## src/hw/rtl/prfr_pkg.sv

```systemverilog
`timescale 1ns / 1ps
// ----------------------------------------------------------------------------
// prfr_pkg
// Types and constant tables shared by the pts reorder frame rate detector.
// ----------------------------------------------------------------------------
package prfr_pkg;

  typedef enum logic [2:0] {
    ST_IDLE,
    ST_SCAN,
    ST_PLACE,
    ST_CHECK,
    ST_HEAD,
    ST_RATE,
    ST_OUT
  } st_e;

  typedef enum logic [2:0] {
    RATE_NONE,
    RATE_5994,
    RATE_50,
    RATE_4995,
    RATE_2997,
    RATE_25,
    RATE_24975,
    RATE_23976
  } rate_e;

  localparam int DurBits   = 32;
  localparam int CountBits = 5;
  localparam int TickBits  = 12;
  localparam int BandBits  = 16;

  // integer part of each frame rate
  function automatic logic [5:0] rate_int(rate_e r);
    logic [5:0] v;
    unique case (r)
      RATE_NONE:  v = 6'd0;
      RATE_5994:  v = 6'd59;
      RATE_50:    v = 6'd50;
      RATE_4995:  v = 6'd49;
      RATE_2997:  v = 6'd29;
      RATE_25:    v = 6'd25;
      RATE_24975: v = 6'd24;
      RATE_23976: v = 6'd23;
      default:    v = 6'd0;
    endcase
    return v;
  endfunction

  // 96 kHz ticks per frame, rounded to nearest
  function automatic logic [TickBits-1:0] rate_ticks(rate_e r);
    logic [TickBits-1:0] v;
    unique case (r)
      RATE_NONE:  v = 12'd0;
      RATE_5994:  v = 12'd1602;
      RATE_50:    v = 12'd1920;
      RATE_4995:  v = 12'd1922;
      RATE_2997:  v = 12'd3203;
      RATE_25:    v = 12'd3840;
      RATE_24975: v = 12'd3844;
      RATE_23976: v = 12'd4004;
      default:    v = 12'd0;
    endcase
    return v;
  endfunction

  // frame duration in microseconds to rate, all bands lie inside 15000..50000
  function automatic rate_e match_band(logic [BandBits-1:0] d);
    rate_e r;
    priority if (d >= 16'd16000 && d <= 16'd17000) r = RATE_5994;
    else if (d == 16'd20000) r = RATE_50;
    else if (d == 16'd20020) r = RATE_4995;
    else if (d >= 16'd32000 && d <= 16'd35000) r = RATE_2997;
    else if (d == 16'd40000) r = RATE_25;
    else if (d == 16'd40040) r = RATE_24975;
    else if (d >= 16'd40200 && d <= 16'd43200) r = RATE_23976;
    else r = RATE_NONE;
    return r;
  endfunction

endpackage

```

## src/hw/rtl/prfr_ram.sv

```systemverilog
`timescale 1ns / 1ps
// ----------------------------------------------------------------------------
// prfr_ram
// Simple dual port RAM, one write and one registered read port.
// ----------------------------------------------------------------------------
module prfr_ram #(
  parameter int Width = 8,
  parameter int Depth = 4
) (
  input  logic                     clk_i,
  input  logic                     we_i,
  input  logic [$clog2(Depth)-1:0] waddr_i,
  input  logic [Width-1:0]         wdata_i,
  input  logic                     re_i,
  input  logic [$clog2(Depth)-1:0] raddr_i,
  output logic [Width-1:0]         rdata_o
);

  logic [Width-1:0] mem_q [Depth];
  logic [Width-1:0] rdata_q;

  always_ff @(posedge clk_i) begin
    if (we_i) begin
      mem_q[waddr_i] <= wdata_i;
    end
    if (re_i) begin
      rdata_q <= mem_q[raddr_i];
    end
  end

  assign rdata_o = rdata_q;

endmodule

```

## src/hw/rtl/pts_reorder_frame_rate_detect.sv

```systemverilog
`timescale 1ns / 1ps
// ----------------------------------------------------------------------------
// pts_reorder_frame_rate_detect
// Sorted timestamp queue that undoes packet reordering and detects frame rate.
// ----------------------------------------------------------------------------
// Each push beat adds one timestamp (pts, else dts, else an invalid entry with
// key zero) into a queue held in a small RAM as a ring, sorted ascending;
// equal keys go after existing ones. Once the queue holds more than
// MEASURE_THRESHOLD entries the head is popped and its distance to the
// previous head is matched against the frame rate bands. The insertion scan
// moves each entry that sorts above the new one (at most MEASURE_THRESHOLD)
// up one slot, reading one queue entry per cycle from the single RAM read
// port. A flush beat empties the queue. The result register lets the next
// beat be accepted while a result still waits on the output.
module pts_reorder_frame_rate_detect #(
  parameter int MEASURE_THRESHOLD = 16,
  parameter int TIME_BITS         = 48
) (
  input  logic                                    clk_i,
  input  logic                                    rst_ni,
  input  logic                                    in_valid_i,
  output logic                                    in_ready_o,
  input  logic                                    func_i,
  input  logic signed [TIME_BITS-1:0]             pts_time_i,
  input  logic                                    pts_valid_i,
  input  logic signed [TIME_BITS-1:0]             dts_time_i,
  input  logic                                    dts_valid_i,
  output logic                                    out_valid_o,
  input  logic                                    out_ready_i,
  output logic                                    measured_o,
  output logic signed [prfr_pkg::DurBits-1:0]     duration_o,
  output logic                                    rate_changed_o,
  output logic [2:0]                              rate_code_o,
  output logic [prfr_pkg::TickBits-1:0]           ticks_per_frame_o,
  output logic [prfr_pkg::CountBits-1:0]          queue_count_o
);
  import prfr_pkg::*;

  localparam int Slots = MEASURE_THRESHOLD + 1;
  localparam int PW    = $clog2(Slots);
  localparam int CW    = $clog2(Slots + 1);
  localparam int SW    = CW + 1;
  localparam int EW    = TIME_BITS + 1;
  localparam int DW    = TIME_BITS + 1;
  localparam logic signed [DW-1:0] SatHi = DW'(64'sd2147483647);
  localparam logic signed [DW-1:0] SatLo = DW'(-64'sd2147483648);

  function automatic logic [PW-1:0] ptr_inc(logic [PW-1:0] p);
    return (p == PW'(Slots - 1)) ? '0 : p + PW'(1);
  endfunction

  function automatic logic [PW-1:0] ptr_dec(logic [PW-1:0] p);
    return (p == '0) ? PW'(Slots - 1) : p - PW'(1);
  endfunction

  st_e                         state_q, state_d;
  logic [PW-1:0]               base_q, ptr_q, idx_q;
  logic [CW-1:0]               count_q;
  logic signed [TIME_BITS-1:0] key_q;
  logic                        key_vld_q;
  logic [TIME_BITS-1:0]        last_time_q;
  logic                        last_vld_q;
  rate_e                       rate_q;
  logic signed [DW-1:0]        diff_q;
  logic                        diff_ok_q;
  logic                        meas_q, chg_q;
  logic signed [DurBits-1:0]   dur_q;

  logic                        out_valid_q, out_meas_q, out_chg_q;
  logic signed [DurBits-1:0]   out_dur_q;
  rate_e                       out_rate_q;
  logic [CW-1:0]               out_count_q;

  logic                        ram_we, ram_re;
  logic [PW-1:0]               ram_waddr, ram_raddr;
  logic [EW-1:0]               ram_wdata, ram_rdata;

  logic                        accept, out_load, gt, dur_narrow;
  logic [SW-1:0]               tail_sum;
  logic [PW-1:0]               tail_ptr;
  logic signed [TIME_BITS-1:0] rd_time;
  logic                        rd_vld;
  logic signed [TIME_BITS-1:0] in_key;
  rate_e                       band;

  prfr_ram #(
    .Width(EW),
    .Depth(Slots)
  ) u_queue (
    .clk_i  (clk_i),
    .we_i   (ram_we),
    .waddr_i(ram_waddr),
    .wdata_i(ram_wdata),
    .re_i   (ram_re),
    .raddr_i(ram_raddr),
    .rdata_o(ram_rdata)
  );

  assign rd_vld   = ram_rdata[TIME_BITS];
  assign rd_time  = $signed(ram_rdata[TIME_BITS-1:0]);
  assign gt       = rd_time > key_q;
  assign accept   = in_valid_i && in_ready_o;
  assign out_load = !out_valid_q || out_ready_i;
  assign in_key   = pts_valid_i ? pts_time_i : (dts_valid_i ? dts_time_i : '0);

  // last occupied slot of the ring
  always_comb begin
    tail_sum = SW'(base_q) + SW'(count_q) - SW'(1);
    if (tail_sum >= SW'(Slots)) begin
      tail_sum = tail_sum - SW'(Slots);
    end
    tail_ptr = tail_sum[PW-1:0];
  end

  assign dur_narrow = (diff_q[DW-1:BandBits] == '0);
  assign band       = dur_narrow ? match_band(diff_q[BandBits-1:0]) : RATE_NONE;

  // next state
  always_comb begin
    state_d = state_q;
    unique case (state_q)
      ST_IDLE: begin
        if (accept) begin
          if (func_i) begin
            state_d = ST_OUT;
          end else if (count_q >= CW'(Slots)) begin
            state_d = ST_CHECK;
          end else if (count_q == '0) begin
            state_d = ST_PLACE;
          end else begin
            state_d = ST_SCAN;
          end
        end
      end
      ST_SCAN: begin
        if (!gt) begin
          state_d = ST_CHECK;
        end else if (idx_q == '0) begin
          state_d = ST_PLACE;
        end
      end
      ST_PLACE: state_d = ST_CHECK;
      ST_CHECK: state_d = (count_q > CW'(MEASURE_THRESHOLD)) ? ST_HEAD : ST_OUT;
      ST_HEAD:  state_d = ST_RATE;
      ST_RATE:  state_d = ST_OUT;
      ST_OUT: begin
        if (out_load) begin
          state_d = ST_IDLE;
        end
      end
      default: state_d = ST_IDLE;
    endcase
  end

  // handshake and RAM control
  always_comb begin
    in_ready_o = 1'b0;
    ram_we     = 1'b0;
    ram_waddr  = ptr_q;
    ram_wdata  = {key_vld_q, key_q};
    ram_re     = 1'b0;
    ram_raddr  = tail_ptr;
    unique case (state_q)
      ST_IDLE: begin
        in_ready_o = 1'b1;
        ram_re     = 1'b1;
      end
      ST_SCAN: begin
        // shift the larger entry up one slot and prefetch the one below, else place the new key
        ram_we    = 1'b1;
        ram_waddr = ptr_inc(ptr_q);
        ram_wdata = gt ? ram_rdata : {key_vld_q, key_q};
        ram_re    = gt;
        ram_raddr = ptr_dec(ptr_q);
      end
      ST_PLACE: ram_we = 1'b1;
      ST_CHECK: begin
        ram_re    = 1'b1;
        ram_raddr = base_q;
      end
      default: ;
    endcase
  end

  always_ff @(posedge clk_i or negedge rst_ni) begin
    if (!rst_ni) begin
      state_q     <= ST_IDLE;
      base_q      <= '0;
      count_q     <= '0;
      last_time_q <= '0;
      last_vld_q  <= 1'b1;
      rate_q      <= RATE_NONE;
      out_valid_q <= 1'b0;
      out_rate_q  <= RATE_NONE;
    end else begin
      state_q <= state_d;
      unique case (state_q)
        ST_IDLE: begin
          if (accept) begin
            if (func_i) begin
              count_q <= '0;
            end else if (count_q < CW'(Slots)) begin
              count_q <= count_q + CW'(1);
            end
          end
        end
        ST_HEAD: begin
          last_time_q <= ram_rdata[TIME_BITS-1:0];
          last_vld_q  <= rd_vld;
          base_q      <= ptr_inc(base_q);
          count_q     <= count_q - CW'(1);
        end
        ST_RATE: begin
          if (diff_ok_q && band != RATE_NONE && rate_int(band) != rate_int(rate_q)) begin
            rate_q <= band;
          end
        end
        ST_OUT: begin
          if (out_load) begin
            out_valid_q <= 1'b1;
            out_rate_q  <= rate_q;
          end
        end
        default: ;
      endcase
      if (out_valid_q && out_ready_i && !(state_q == ST_OUT)) begin
        out_valid_q <= 1'b0;
      end
    end
  end

  // datapath registers
  always_ff @(posedge clk_i) begin
    unique case (state_q)
      ST_IDLE: begin
        if (accept) begin
          key_q     <= in_key;
          key_vld_q <= pts_valid_i || dts_valid_i;
          meas_q    <= 1'b0;
          chg_q     <= 1'b0;
          dur_q     <= '0;
          ptr_q     <= (count_q == '0) ? base_q : tail_ptr;
          idx_q     <= PW'(count_q - CW'(1));
        end
      end
      ST_SCAN: begin
        if (gt && idx_q != '0) begin
          ptr_q <= ptr_dec(ptr_q);
          idx_q <= idx_q - PW'(1);
        end
      end
      ST_HEAD: begin
        meas_q    <= 1'b1;
        diff_ok_q <= rd_vld && last_vld_q;
        diff_q    <= $signed({ram_rdata[TIME_BITS-1], ram_rdata[TIME_BITS-1:0]})
                   - $signed({last_time_q[TIME_BITS-1], last_time_q});
      end
      ST_RATE: begin
        if (diff_ok_q) begin
          if (diff_q > SatHi) begin
            dur_q <= DurBits'(SatHi);
          end else if (diff_q < SatLo) begin
            dur_q <= DurBits'(SatLo);
          end else begin
            dur_q <= diff_q[DurBits-1:0];
          end
          chg_q <= band != RATE_NONE && rate_int(band) != rate_int(rate_q);
        end
      end
      ST_OUT: begin
        if (out_load) begin
          out_meas_q  <= meas_q;
          out_dur_q   <= dur_q;
          out_chg_q   <= chg_q;
          out_count_q <= count_q;
        end
      end
      default: ;
    endcase
  end

  assign out_valid_o       = out_valid_q;
  assign measured_o        = out_meas_q;
  assign duration_o        = out_dur_q;
  assign rate_changed_o    = out_chg_q;
  assign rate_code_o       = out_rate_q;
  assign ticks_per_frame_o = rate_ticks(out_rate_q);
  assign queue_count_o     = CountBits'(out_count_q);

endmodule

```

## config.mk

```make
export PLATFORM = sky130hd
export DESIGN_NAME = pts_reorder_frame_rate_detect
export DESIGN_NICKNAME = d
export VERILOG_FILES = /design/src/hw/rtl/prfr_pkg.sv /design/src/hw/rtl/prfr_ram.sv /design/src/hw/rtl/pts_reorder_frame_rate_detect.sv
export SDC_FILE = /design/constraint.sdc
export NUM_CORES = 2
export LEC_CHECK = 0
export ABC_AREA = 1
export CAP_MARGIN = 20
export CELL_PAD_IN_SITES_DETAIL_PLACEMENT = 1
export CELL_PAD_IN_SITES_GLOBAL_PLACEMENT = 2
export CORE_MARGIN = 3
export CORE_UTILIZATION = 46
export DETAILED_ROUTE_END_ITERATION = 10
export DONT_BUFFER_PORTS = 1
export PLACE_DENSITY = 0.81
export SKIP_LAST_GASP = 1
export SLEW_MARGIN = 20
export SYNTH_ARGS = -nofsm -noshare
export SYNTH_HDL_FRONTEND = slang
export SYNTH_SLANG_ARGS = --single-unit
```

## constraint.sdc

```tcl
create_clock -name clk_i -period 16.6 [get_ports clk_i]
set_clock_uncertainty 0.1 [all_clocks]
set_input_delay 0.83 -clock clk_i [delete_from_list [all_inputs] [get_ports clk_i]]
set_output_delay 0.83 -clock clk_i [all_outputs]
set_load 0.005 [all_outputs]
```

After elaboration in Yosys (flattened, before gate mapping) --
Memories as Yosys holds them, arrays and structs flattened. A register that Yosys moved wholly into a read port is not among the register bits. Cells that the tools add are included.
Storage, ports and cells: memory bits (writable) 833, memory bits (read-only) 272, output and inout port bits 56, memories 6, bits in registers 251, word-level logic and storage cells 169
Operators by class: reductions and logical operators 38, $lt $le $gt $ge 13, muxes and demuxes 61, $add $sub $neg 10, equal/unequal tests 20
Memories:
- u_queue.mem_q | words 17, width 49, read ports 1, clocked after Yosys merged registers in 1, wr ports 1, line prfr_ram.sv:19 | logic [Width-1:0] mem_q [Depth];
- (no name shown) | words 8, width 10, read ports 1, clocked after Yosys merged registers in 0, wr ports 0, line prfr_pkg.sv:54 | unique case (r)
- (no name shown) | words 8, width 6, read ports 1, clocked after Yosys merged registers in 0, wr ports 0, line prfr_pkg.sv:37 | unique case (r)
- (no name shown) | words 8, width 6, read ports 1, clocked after Yosys merged registers in 0, wr ports 0, line prfr_pkg.sv:37
- (no name shown) | words 8, width 6, read ports 1, clocked after Yosys merged registers in 0, wr ports 0, line prfr_pkg.sv:37
- (no name shown) | words 8, width 6, read ports 1, clocked after Yosys merged registers in 0, wr ports 0, line prfr_pkg.sv:37
Operators by type and width (count):
- 32-bit 2-to-1 mux | 4
- 49-bit 2-to-1 mux | 2
- 48-bit 2-to-1 mux | 2
- 5-bit 2-to-1 mux | 13
- 32-bit one-hot mux with 2 select lines | 1
- 49-bit by 32-bit > comparator with 1-bit output, second input constant | 1
- 49-bit by 32-bit < comparator with 1-bit output, second input constant | 1
- 48-bit by 48-bit subtractor with 49-bit output | 1
- 48-bit > comparator | 1
- 5-bit one-hot mux with 2 select lines | 4
- 3-bit 2-to-1 mux | 13
- 6-bit 2-to-1 mux | 6
- 33-bit zero test | 1
- 16-bit by 15-bit == test with 1-bit output, second input constant | 2
- 16-bit == test, second input constant | 2
- 16-bit <= comparator, second input constant | 2
- 3-bit one-hot mux with 7 select lines | 1
- 16-bit by 14-bit greater-or-equal comparator with 1-bit output, second input constant | 1
- 16-bit by 15-bit greater-or-equal comparator with 1-bit output, second input constant | 1
- 16-bit greater-or-equal comparator, second input constant | 1
- 16-bit by 15-bit <= comparator with 1-bit output, second input constant | 1
- 5-bit by 1-bit adder with 5-bit output, second input constant | 3
- 5-bit zero test | 3
- 5-bit by 1-bit subtractor with 5-bit output, second input constant | 3
- other kinds (27) | 72

Longest topological paths before layout --
An unclocked memory read counts as a cell.
depth in word-level cells 17, depth in mapped cells 23, gate-level depth less buffers 21

Hierarchy --
Synthesis repeated with hierarchy kept, for this count alone.
Unflattened totals: cells, all modules 4855, area, all modules 51648.3 sq um
Modules (own cells, without submodules):
- prfr_ram | instances 1, sequential area each 26485.4 sq um, area an instance 35282.6 sq um, cells each 2853
- pts_reorder_frame_rate_detect | instances 1, sequential area each 7193.1 sq um, area an instance 16365.7 sq um, cells each 2002

Worst setup path after synthesis --
No wires, ideal clock.
path kind register -> register, from reg state_q[2], to mem u_queue.mem_q[16][0] (netlist bit), enable pin, setup time 0.577 ns, data required time 15.923 ns, path buffers 1, arrival time 6.165 ns, cell stages (with the launch flop) 11, slack 9.758 ns, cells stage by stage dfrtp_1 -> nor2_4 -> inv_2 -> nor2_8 -> inv_1 -> clkbuf_1 -> o21ai_0 -> inv_1 -> nor2_1 -> nand2_1 -> nor4_1
Between the ends: longest elaborated chain between the ends 5, elaborated cells on any way between the ends 7
RTL lines:
- start, declared | line pts_reorder_frame_rate_detect.sv:56 | st_e state_q, state_d;
- start signal, assigned | line pts_reorder_frame_rate_detect.sv:196 | state_q <= state_d;
- 3-bit by 1-bit == test with 1-bit output or 3-bit by 2-bit == test with 1-bit output (tied branches) | line pts_reorder_frame_rate_detect.sv:163 | unique case (state_q)
- 2-bit OR reduction (no line)
- 1-bit 2-to-1 mux | line pts_reorder_frame_rate_detect.sv:163
- 1-bit 2-to-1 mux | line prfr_ram.sv:23 | if (we_i) begin
- 1-bit 2-to-1 mux (not written as such) | line prfr_ram.sv:24 | mem_q[waddr_i] <= wdata_i;
- end, declared | line prfr_ram.sv:19
Parallel ways exist; a longest one is shown, timed or not.

Worst setup path after layout --
from reg count_q[1], to reg u_queue.rdata_q[32] (netlist: u_queue.rdata_o[32]) (read register of u_queue.mem_q) (data pin)
Between the ends: longest elaborated chain between the ends 5, elaborated cells on any way between the ends 6
RTL lines:
- start, declared | line pts_reorder_frame_rate_detect.sv:58 | logic [CW-1:0] count_q;
- start signal, assigned | line pts_reorder_frame_rate_detect.sv:203 | count_q <= count_q + CW'(1);
- start signal, assigned | line pts_reorder_frame_rate_detect.sv:211 | count_q <= count_q - CW'(1);
- 5-bit by 5-bit adder with 6-bit output * | line pts_reorder_frame_rate_detect.sv:108 | tail_sum = SW'(base_q) + SW'(count_q) - SW'(1);
- 6-bit by 1-bit subtractor with 6-bit output * | line pts_reorder_frame_rate_detect.sv:108
- 5-bit subtractor or 6-bit by 5-bit greater-or-equal comparator with 1-bit output (tied branches) | line pts_reorder_frame_rate_detect.sv:110, pts_reorder_frame_rate_detect.sv:109
- 5-bit 2-to-1 mux * | line pts_reorder_frame_rate_detect.sv:109 | if (tail_sum >= SW'(Slots)) begin
- 5-bit one-hot mux with 2 select lines * | line pts_reorder_frame_rate_detect.sv:163
- end, declared | line prfr_ram.sv:20 | logic [Width-1:0] rdata_q;
Every way passes the cells marked *; elsewhere a longest branch is shown, timed or not. A chain may end at the register's enable or synchronous reset.

==> out/metrics.cfg <==
[route]
first_pass_iters=5
drt_iter0_drc=2913
wirelength_mm=158
drc_errors=0
ant_nets=0
num_vias=36104
wire_per_inst_um=24.4
via_per_inst=5.58

[clocking]
ctsHoldBuffers=2
clock_latency_ns=0.72
clock-root-buffer=clkbuf_16
post-cts-setup-buffer-count=0
clkTransAtPathRegs_ns=0.06
clock_path_buffers=3
cts_buffers=121
clock-sinks=1133
cts_tree=yes
cts_resized=0
htreeDepth=3

[die]
die_h_um=342
chipWidth_um=342
die_area_um2=117000
start_util_pct=46.7
core-area_um2=111000
ios=159
num_rows=122

[run_status]
status=complete, no violations

[worst_setup_path]
start_kind=flop
required_ns=16.97
cp.arrival_ns=6.98
crit_type=reg2reg
endpoint_kind=flop
crit_fanout=132

[global_route]
antenna_found_initial=3
grt_pass1_vias=36439
track_usage_pct=26.8
grt_max_degree=210
grt_pass1_wl_mm=235
overflow=0

[logic_synthesis]
ys_seq_area_share_pct=64.7
synth_area_um2=52100
synth_cells=4908
synth_area_per_cell_um2=10.6
ys_types=51
synth_seq_cells=1133
yosys-top-cells-area=edfxtp_1 (61%), nand2_1 (8.0%), inv_1 (5.6%)
synth_top_area_share_pct=61.4
yosys.area.top_type=edfxtp_1
yosysWarnings=0

[placed_design]
dp_cells=6246
portBuffers=0
post-dp-hpwl_mm=95.7
place_congestion=0.849

[timing]
fmax_mhz=151
finalCriticalPeriod_ns=6.60
fin_crit_sh_pct=39.8
rsz0062_at_grt=false
finalSetupViolCount=0
slew_viol_final=0
hold_viol_final=0
worst_pin_slew_ns=1.14
tns_ns=0
slew_headroom_pct=24.1

[job]
maxCapViolations=0

[worst_hold_path]
min_path_type=in2reg

[layout]
drive_above_1_share_pct=6.36
final_common_cell=nand2_1
nets=5115
antenna_cells=0
final_cell_mix=nand2_1 (1105), edfxtp_1 (1064), inv_1 (778)
syn_to_final_growth_pct=10.8
finalNonFillerCells=6475

-- logic make-up (layout without fill, tap and decap cells) --
family | count (synthesis) | in the layout | synth area share (%)
and+or+nand+nor | 1885 | 1885 | 15.2
DFF | 1133 | 1133 | 64.7
buffers and inverters | 1013 | 1091 | 7.61
AOI/OAI and AO/OA | 685 | 685 | 8.34
adders and majority gates | 128 | 128 | 3.10
xor gates and xnor gates | 61 | 61 | 1.03
muxes | 2 | 2 | 0.0384
other | 1 | 2 | 0.00720
-- metal layers --
metal / wire length, um / up-vias / track usage, %
li1: - / 16725 / -
met1: 68500 / 18162 / 36.5
met2: 77100 / 1003 / 45.5
met3: 8540 / 214 / 3.58
met4: 3920 / 0 / 6.74
met5: 0 / - / 0
-- critical path, stage by stage (launching register included) --
cell and delay (ns):
dfrtp_1 0.42, inv_1 0.18, ha_1 0.26, inv_1 0.06, ha_1 0.16, inv_1 0.06
fa_1 0.40, xor2_1 0.19, nand4_1 0.10, nand3_1 0.15, nand2_1 0.14, nand2_1 0.11
nand3_1 0.17, nand2_8 0.50, buf_4 0.75, buf_4 0.84, buf_4 0.87, nand2_1 0.16
o211ai_1 0.15, nand3_1 0.10, nand3_1 0.14, nand2_1 0.06, nand2_1 0.07, nand2_1 0.05
-- cells in the mapped netlist (all sizes together) --
cell type,number
or3,1
a21boi,9
or2,4
nor3b,1
clkbuf,113
dfrtp,68
o221ai,7
o31ai,7
nand4,26
edfxtp,1064
nand2,1109
o21a,9
a22oi,1
nor2,199
a211oi,2
o211ai,303
o21bai,4
mux2i,2
nand3b,8
clkinv,1
nor4,15
inv,788
a21oi,192
o21ai,128
ha,126
a21o,1
fa,2
a31o,2
a31oi,15
buf,111
o211a,1
a32oi,1
nor3,20
xnor2,21
dfstp,1
xor2,40
o22ai,3
nand3,502
conb,1
-- cell type report --
cell class | instances | area (um2)
inverters | 789 | 2980
well taps | 1488 | 1860
multi-input cells | 2763 | 14800
clock buffers | 143 | 3110
fillers | 11913 | 53700
flip-flops and latches | 1133 | 33700
repair buffers | 76 | 686
clock inverters | 83 | 631
-- registers in the layout, indices dropped and copies added (netlist names), 3 cells and up --
signal and cells:
rate_q 3, rate_code_o 3, u_queue.rdata_o 49, u_queue.mem_q 833
duration_o 32, count_q 5, queue_count_o 5, base_q 5
key_q 48, state_q 3, ptr_q 5, diff_q 49
dur_q 32, idx_q 5, last_time_q 48
-- worst paths after layout --
| kind | start | endpoint | slack [ns] | cells after the start |
|---|---|---|---|---|
| worst max-delay path | count_q[1]$_DFFE_PN0P_ | u_queue.rdata_o[32]$_DFFE_PP_ | 10.0 | 23 |
| worst min-delay path | pts_time_i[47] | key_q[47]$_DFFE_PP_ | 0.21 | 2 |
| worst max register to register | count_q[1]$_DFFE_PN0P_ | u_queue.rdata_o[32]$_DFFE_PP_ | 10.0 | 23 |
| worst min register to register | dur_q[5]$_SDFFCE_PN0P_ | duration_o[5]$_DFFE_PP_ | 0.32 | 0 |
| max in group asynchronous | rst_ni | count_q[3]$_DFFE_PN0P_ | 15.43 | 2 |
| min in group asynchronous | rst_ni | last_time_q[46]$_DFFE_PN0P_ | 0.53 | 2 |
-- stage by stage --
step	instance area, um2	utilization, %	setup slack, ns	hold slack, ns
2_1_floorplan	52100	-	9.76	0.300
3_3_place_gp	53700	48.2	10.21	0.301
3_5_place_dp	53800	48.3	9.98	0.306
4_1_cts	57600	51.7	9.94	0.162
5_1_grt	57700	51.8	9.33	0.188
6_report	57700	51.8	10.0	0.208
Power is left out: the tool's default activity adds up to more than one toggle a clock period on the data nets, which glitch-free logic cannot reach.
